--- src/rtl/rctv_pkg.sv ---
`timescale 1ns / 1ps

package rctv_pkg;

	localparam int unsigned CharWidth = 8;

	localparam logic [CharWidth-1:0] CH_NUL    = 8'h00;
	localparam logic [CharWidth-1:0] CH_LBRACK = 8'h5B;
	localparam logic [CharWidth-1:0] CH_RBRACK = 8'h5D;
	localparam logic [CharWidth-1:0] CH_CARET  = 8'h5E;
	localparam logic [CharWidth-1:0] CH_DASH   = 8'h2D;
	localparam logic [CharWidth-1:0] CH_BSLASH = 8'h5C;
	localparam logic [CharWidth-1:0] CH_PRINT_LO = 8'h20;
	localparam logic [CharWidth-1:0] CH_PRINT_HI = 8'h7E;

	typedef logic [CharWidth-1:0] char_t;

	// parser position, one-hot
	typedef enum logic [7:0] {
		PH_START  = 8'b0000_0001,
		PH_SINGLE = 8'b0000_0010,
		PH_ESC1   = 8'b0000_0100,
		PH_ESC2   = 8'b0000_1000,
		PH_OPEN   = 8'b0001_0000,
		PH_BODY   = 8'b0010_0000,
		PH_CLOSED = 8'b0100_0000,
		PH_BAD    = 8'b1000_0000
	} phase_t;

	// number of class bytes held for range windows
	typedef logic [1:0] held_cnt_t;

endpackage

--- src/rtl/regex_char_token_validator.sv ---
`timescale 1ns / 1ps

// Character-token validator for a small regex front end.
// Input channel (in_valid / in_ready / char_code): one byte of the token per
//   word; a zero byte ends the token.
// Output channel (out_valid / out_ready / token_valid): one word per token,
//   produced by the zero byte, giving 1 if the token was a valid character
//   string (single printable, escape pair, or a closed non-empty bracket class
//   with ordered ranges). Non-zero bytes produce no output word.
// Result path: a terminator passes the input register, then the result register.
// Throughput: one word per cycle unless a terminator waits on a stalled result;
//   the parser state is a handful of flops updated by short logic between the
//   input and result registers.
// Stall: while a result waits in the result register, non-zero bytes keep
//   flowing. A terminator behind it waits in the input register, and in_ready
//   stays low until the result slot frees.
// Reset (arst_n low, asynchronous): both registers empty, parser back at the
//   start of a token with all held bytes and flags cleared.

module regex_char_token_validator (
	input  logic                       clk,
	input  logic                       arst_n,
	input  logic                       in_valid,
	output logic                       in_ready,
	input  logic [rctv_pkg::CharWidth-1:0] char_code,
	output logic                       out_valid,
	input  logic                       out_ready,
	output logic                       token_valid
);

	// input register
	logic               vld_s1;
	rctv_pkg::char_t    char_s1;

	// parser state
	rctv_pkg::phase_t   phase_q,  phase_d;
	rctv_pkg::char_t    first_q,  first_d;
	rctv_pkg::char_t    second_q, second_d;
	rctv_pkg::held_cnt_t cnt_q,   cnt_d;
	logic               nonempty_q, nonempty_d;
	logic               failed_q,   failed_d;

	// result register
	logic               out_vld_q;
	logic               res_q;
	logic               res_d;

	logic               is_term;
	logic               s1_adv;
	logic               class_go;

	assign is_term  = (char_s1 == rctv_pkg::CH_NUL);
	// a terminator only moves on when the result slot is free or draining
	assign s1_adv   = vld_s1 && (!is_term || !out_vld_q || out_ready);
	assign in_ready = !vld_s1 || s1_adv;

	assign out_valid   = out_vld_q;
	assign token_valid = res_q;

	// class bytes: anything but ']' in the body, and not a leading '^' either
	assign class_go = (phase_q == rctv_pkg::PH_BODY && char_s1 != rctv_pkg::CH_RBRACK) ||
		(phase_q == rctv_pkg::PH_OPEN && char_s1 != rctv_pkg::CH_RBRACK &&
		 char_s1 != rctv_pkg::CH_CARET);

	always_comb begin
		phase_d    = phase_q;
		first_d    = first_q;
		second_d   = second_q;
		cnt_d      = cnt_q;
		nonempty_d = nonempty_q;
		failed_d   = failed_q;
		res_d      = 1'b0;
		if (is_term) begin
			unique case (phase_q)
				rctv_pkg::PH_SINGLE: begin
					res_d = (first_q >= rctv_pkg::CH_PRINT_LO) &&
						(first_q <= rctv_pkg::CH_PRINT_HI) &&
						(first_q != rctv_pkg::CH_BSLASH) &&
						(first_q != rctv_pkg::CH_LBRACK);
				end
				rctv_pkg::PH_ESC2:   res_d = 1'b1;
				rctv_pkg::PH_CLOSED: res_d = nonempty_q && !failed_q;
				default:             res_d = 1'b0;
			endcase
			phase_d    = rctv_pkg::PH_START;
			first_d    = '0;
			second_d   = '0;
			cnt_d      = '0;
			nonempty_d = 1'b0;
			failed_d   = 1'b0;
		end else begin
			unique case (phase_q)
				rctv_pkg::PH_START: begin
					if (char_s1 == rctv_pkg::CH_LBRACK) begin
						phase_d = rctv_pkg::PH_OPEN;
					end else if (char_s1 == rctv_pkg::CH_BSLASH) begin
						phase_d = rctv_pkg::PH_ESC1;
					end else begin
						first_d = char_s1;
						phase_d = rctv_pkg::PH_SINGLE;
					end
				end
				rctv_pkg::PH_ESC1: phase_d = rctv_pkg::PH_ESC2;
				rctv_pkg::PH_OPEN: begin
					if (char_s1 == rctv_pkg::CH_RBRACK) begin
						phase_d = rctv_pkg::PH_CLOSED;
					end else begin
						phase_d = rctv_pkg::PH_BODY;
					end
				end
				rctv_pkg::PH_BODY: begin
					if (char_s1 == rctv_pkg::CH_RBRACK) begin
						phase_d = rctv_pkg::PH_CLOSED;
					end
				end
				default: phase_d = rctv_pkg::PH_BAD;
			endcase

			// greedy three-byte range window
			if (class_go) begin
				nonempty_d = 1'b1;
				case (cnt_q)
					2'd0: begin
						first_d = char_s1;
						cnt_d   = 2'd1;
					end
					2'd1: begin
						second_d = char_s1;
						cnt_d    = 2'd2;
					end
					default: begin
						if (second_q == rctv_pkg::CH_DASH) begin
							if ($signed(first_q) > $signed(char_s1)) begin
								failed_d = 1'b1;
							end
							cnt_d = 2'd0;
						end else begin
							first_d  = second_q;
							second_d = char_s1;
						end
					end
				endcase
			end
		end
	end

	// input register
	always_ff @(posedge clk or negedge arst_n) begin
		if (!arst_n) begin
			vld_s1 <= 1'b0;
		end else if (in_ready) begin
			vld_s1 <= in_valid;
		end
	end

	always_ff @(posedge clk) begin
		if (in_ready && in_valid) begin
			char_s1 <= char_code;
		end
	end

	// parser state
	always_ff @(posedge clk or negedge arst_n) begin
		if (!arst_n) begin
			phase_q    <= rctv_pkg::PH_START;
			first_q    <= '0;
			second_q   <= '0;
			cnt_q      <= '0;
			nonempty_q <= 1'b0;
			failed_q   <= 1'b0;
		end else if (s1_adv) begin
			phase_q    <= phase_d;
			first_q    <= first_d;
			second_q   <= second_d;
			cnt_q      <= cnt_d;
			nonempty_q <= nonempty_d;
			failed_q   <= failed_d;
		end
	end

	// result register
	always_ff @(posedge clk or negedge arst_n) begin
		if (!arst_n) begin
			out_vld_q <= 1'b0;
		end else if (s1_adv && is_term) begin
			out_vld_q <= 1'b1;
		end else if (out_ready) begin
			out_vld_q <= 1'b0;
		end
	end

	always_ff @(posedge clk) begin
		if (s1_adv && is_term) begin
			res_q <= res_d;
		end
	end

	// a terminator leaving the input register always lands a result
	a_term_gives_result: assert property (@(posedge clk) disable iff (!arst_n)
		(s1_adv && is_term) |=> out_vld_q)
		else $error("terminator did not produce a result word");

	// parser is back at token start after a terminator
	a_term_clears: assert property (@(posedge clk) disable iff (!arst_n)
		(s1_adv && is_term) |=> (phase_q == rctv_pkg::PH_START && cnt_q == 2'd0 &&
		 !failed_q && !nonempty_q))
		else $error("parser state not cleared after terminator");

	// input only blocks behind a held terminator and a stalled result
	a_ready_cause: assert property (@(posedge clk) disable iff (!arst_n)
		!in_ready |-> (vld_s1 && is_term && out_vld_q && !out_ready))
		else $error("input stalled without cause");

	// window never holds more than two bytes
	a_cnt_range: assert property (@(posedge clk) disable iff (!arst_n)
		cnt_q != 2'd3)
		else $error("held byte count out of range");

endmodule

--- config.mk ---
export PLATFORM = sky130hd
export DESIGN_NAME = regex_char_token_validator
export DESIGN_NICKNAME = d
export VERILOG_FILES = /design/src/rtl/rctv_pkg.sv /design/src/rtl/regex_char_token_validator.sv
export SDC_FILE = /design/constraint.sdc
export NUM_CORES = 1
export LEC_CHECK = 0
export BUFFER_PORTS_ARGS = -buffer_cell sky130_fd_sc_hd__buf_2
export CORE_UTILIZATION = 35
export CTS_BUF_LIST = sky130_fd_sc_hd__clkbuf_2 sky130_fd_sc_hd__clkbuf_4 sky130_fd_sc_hd__clkbuf_8
export DETAILED_ROUTE_END_ITERATION = 10
export SLEW_MARGIN = 20
export SYNTH_ARGS = -nofsm -noshare
export SYNTH_HDL_FRONTEND = slang
export SYNTH_SLANG_ARGS = --single-unit
--- constraint.sdc ---
create_clock -name clk -period 2.85 [get_ports clk]
set_clock_uncertainty 0.2 [all_clocks]
set_input_delay 0.1425 -clock clk [delete_from_list [all_inputs] [get_ports clk]]
set_output_delay 0.1425 -clock clk [all_outputs]
set_load 0.1 [all_outputs]
==> flow_summary.yaml <==
layout:
  layout-drive-gt1-share: 0.175
  syn2layout_area_growth_pct: 17.4
  mostFrequentLayoutCells: "29 x dfrtp_1, 19 x nand2_1, 16 x inv_1"
  fillCellCount: 618
  final_common_cell: "dfrtp_1"
  fin_nets: 287
  finalInstanceArea_um2: 2740
  insertedDiodeCount: 0
synth:
  synth.distinct_cells: 56
  synthArstFlopShare: 0.769
  avgSynthCellArea_um2: 9.88
  yosysWarnings: 0
  synth-seq-cells: 39
  synth_area_um2: 2330
  synth_edf_count: 9
  synthFlopType: "dfrtp_1"
  syn-num-nets: 256
  seq_area_frac_synth: 0.439
  synthCells: 236
clock_network:
  htreeDepth: 2
  cts_tree: "built"
  post_cts_buffers: 0
  root_buffer: "clkbuf_8"
  ctsLongestPathBuffers: 2
  cts_buffers: 5
  path_clk_slew_ps: 90
  insertion_delay_ps: 300
  cts_sinks: 39
setup_path:
  cp-start-kind: "register"
  crit_type: "register to register"
  worstPathArrival_ps: 2540
  crit_required_ps: 2840
  path_max_fanout: 12
  worst_setup_path_end_kind: "register"
detailed_routing:
  wirelength_um: 6000
  drc: 0
  routedWlPerCell_um: 17.4
  drt-pass1-iter-count: 4
  first_iter_violations: 122
  drtAntennaViolNets: 0
  vias: 2010
  vias_per_cell: 5.83
die:
  die_y_um: 83.6
  fp-row-count: 29
  start_util: 0.365
  boundaryPins: 15
  die_w_um: 83.6
  core_um2: 6390
  die-area_um2: 6990
timing:
  maxSlewViolCount: 0
  fmax_ghz: 0.391
  rsz0062_at_grt: "no"
  hold_violations: 0
  setup_violations: 0
  tns_ps: 0
  tightest_slew_ps: 700
  fin_crit_sh: 0.898
  relSlewSlack: 0.534
  period_needed_ps: 2560
placed_design:
  place_area_um2: 2530
  place_congestion: 0.898
  dp_hpwl_um: 4330
  portBuffers: 14
power:
  combPwrFrac: 0.198
  p_sw_frac: 0.314
  switching_power_uw: 430
  p_int_uw: 939
  peakVddDrop_mv: 0.274
  power_density_nw_per_um2: 500
  p_leak_nw: 1.14
  p_seq_frac: 0.516
  pwr-share-clk: 0.287
global_route:
  grt-ovfl-total: 0
  grt_use_total: 0.182
  grt_pass1_vias: 1999
  antenna_found_initial: 0
  grt_first_pass_wirelength_um: 10100
  grt_max_degree: 31
job:
  drv_cap: 0
hold_path:
  hold_class: "input pin to register"
status:
  outcome: "completed"
==> path summary, 6_finish.rpt <==
path / start / to / slack [ps] / depth (start not counted)
worst max-delay path: phase_q[6] / first_q[4] / 290 / 6
worst min-delay path: out_ready / out_valid / 20 / 3
worst max register to register: phase_q[6] / first_q[4] / 290 / 6
worst min register to register: failed_q / failed_q / 330 / 2
max in group asynchronous: arst_n / second_q[2] / 1780 / 2
min in group asynchronous: arst_n / phase_q[4] / 230 / 2
==> cell usage after synthesis (3+ instances only) <==
library cell / instances / area (um^2)
a2111oi_0: 5 / 43.8
buf_2: 4 / 20.0
inv_1: 16 / 60.1
o22ai_1: 9 / 56.3
dfrtp_1: 29 / 726
or4_1: 4 / 30.0
ha_1: 8 / 100
nor2_1: 8 / 30.0
o21bai_1: 3 / 22.5
nor2b_1: 4 / 25.0
clkbuf_1: 6 / 22.5
nand4b_1: 4 / 35.0
nand2_1: 19 / 71.3
a21oi_1: 13 / 65.1
a22o_1: 8 / 70.1
a221o_1: 7 / 70.1
a31oi_1: 4 / 25.0
and2_1: 4 / 25.0
nand3_1: 5 / 25.0
nand4_1: 4 / 25.0
edfxtp_1: 9 / 270
o31ai_1: 4 / 30.0
o21ai_1: 3 / 15.0
o21ai_0: 14 / 70.1
==> final cells by class <==
cell class / count / area, um^2 / share of cell area
Clock buffer: 5 / 68.8 / 0.0251
Clock inverter: 3 / 23.8 / 0.00869
Inverter: 17 / 63.8 / 0.0233
Multi-Input combinational cell: 168 / 1200 / 0.438
Sequential cell: 39 / 1020 / 0.374
Tap cell: 77 / 96.3 / 0.0352
Timing Repair Buffer: 36 / 263 / 0.0960
==> critical path, cell delays in order, from the launching register on <==
cell	delay, ps
dfrtp_1	440
or4_4	560
nor4_4	330
and2_1	310
buf_4	220
a21oi_1	80
a221o_1	300
==> cells by family (layout without fill, tap and decap cells) <==
logic type	Yosys count	count (layout)	synth area share
AOI/OAI and AO/OA	86	86	0.266
xor gates and xnor gates	2	2	0.00752
and+or+nand+nor	72	72	0.188
DFF	39	39	0.439
adders and majority gates	8	8	0.0429
buffers and inverters	29	61	0.0569
==> stage by stage <==
| stage | cells | power [mW] | utilization | worst slack (ps) | hold WS [ps] |
|---|---|---|---|---|---|
| after CTS | 345 | 1.38 | 0.428 | 308 | 21.8 |
| after global placement | 326 | 0.969 | 0.397 | 337 | 33.5 |
| final | 345 | 1.37 | 0.428 | 292 | 23.6 |
| after floorplan | 236 | 0.883 | - | -291 | -353 |
| after detailed placement | 326 | 0.973 | 0.397 | 332 | 37.8 |
| after global routing | 345 | 1.45 | 0.428 | 172 | 48.4 |
==> flip-flops by register name, indices dropped and copies added (netlist names) <==
name	flops
char_s1	8
first_q	8
phase_q	8
second_q	8
cnt_q	2
failed_q	1
nonempty_q	1
out_valid	1
token_valid	1
vld_s1	1
==> routing by layer <==
| metal | wire length, um | vias to the layer above | GRT usage |
|---|---|---|---|
| met1 | 2890 | 965 | 0.255 |
| met5 | 0 | - | 0 |
| met2 | 2760 | 61 | 0.287 |
| li1 | - | 976 | - |
| met4 | 72 | 0 | 0.0555 |
| met3 | 283 | 8 | 0.0317 |
==> power groups by stage <==
stage	sequential (mW)	combinational [mW]	clock, mW
after global routing	0.715	0.306	0.427
after CTS	0.703	0.272	0.409
after global placement	0.712	0.257	0
final	0.706	0.270	0.392
after detailed placement	0.715	0.258	0
after floorplan	0.684	0.199	0
==> repair_timing <==
action / in CTS / in global routing
hold buffers: 11 / 0
resized for setup: 0 / 0
endpoints found under the hold margin: 38 / 0
(Power assumes the default switching activity.)
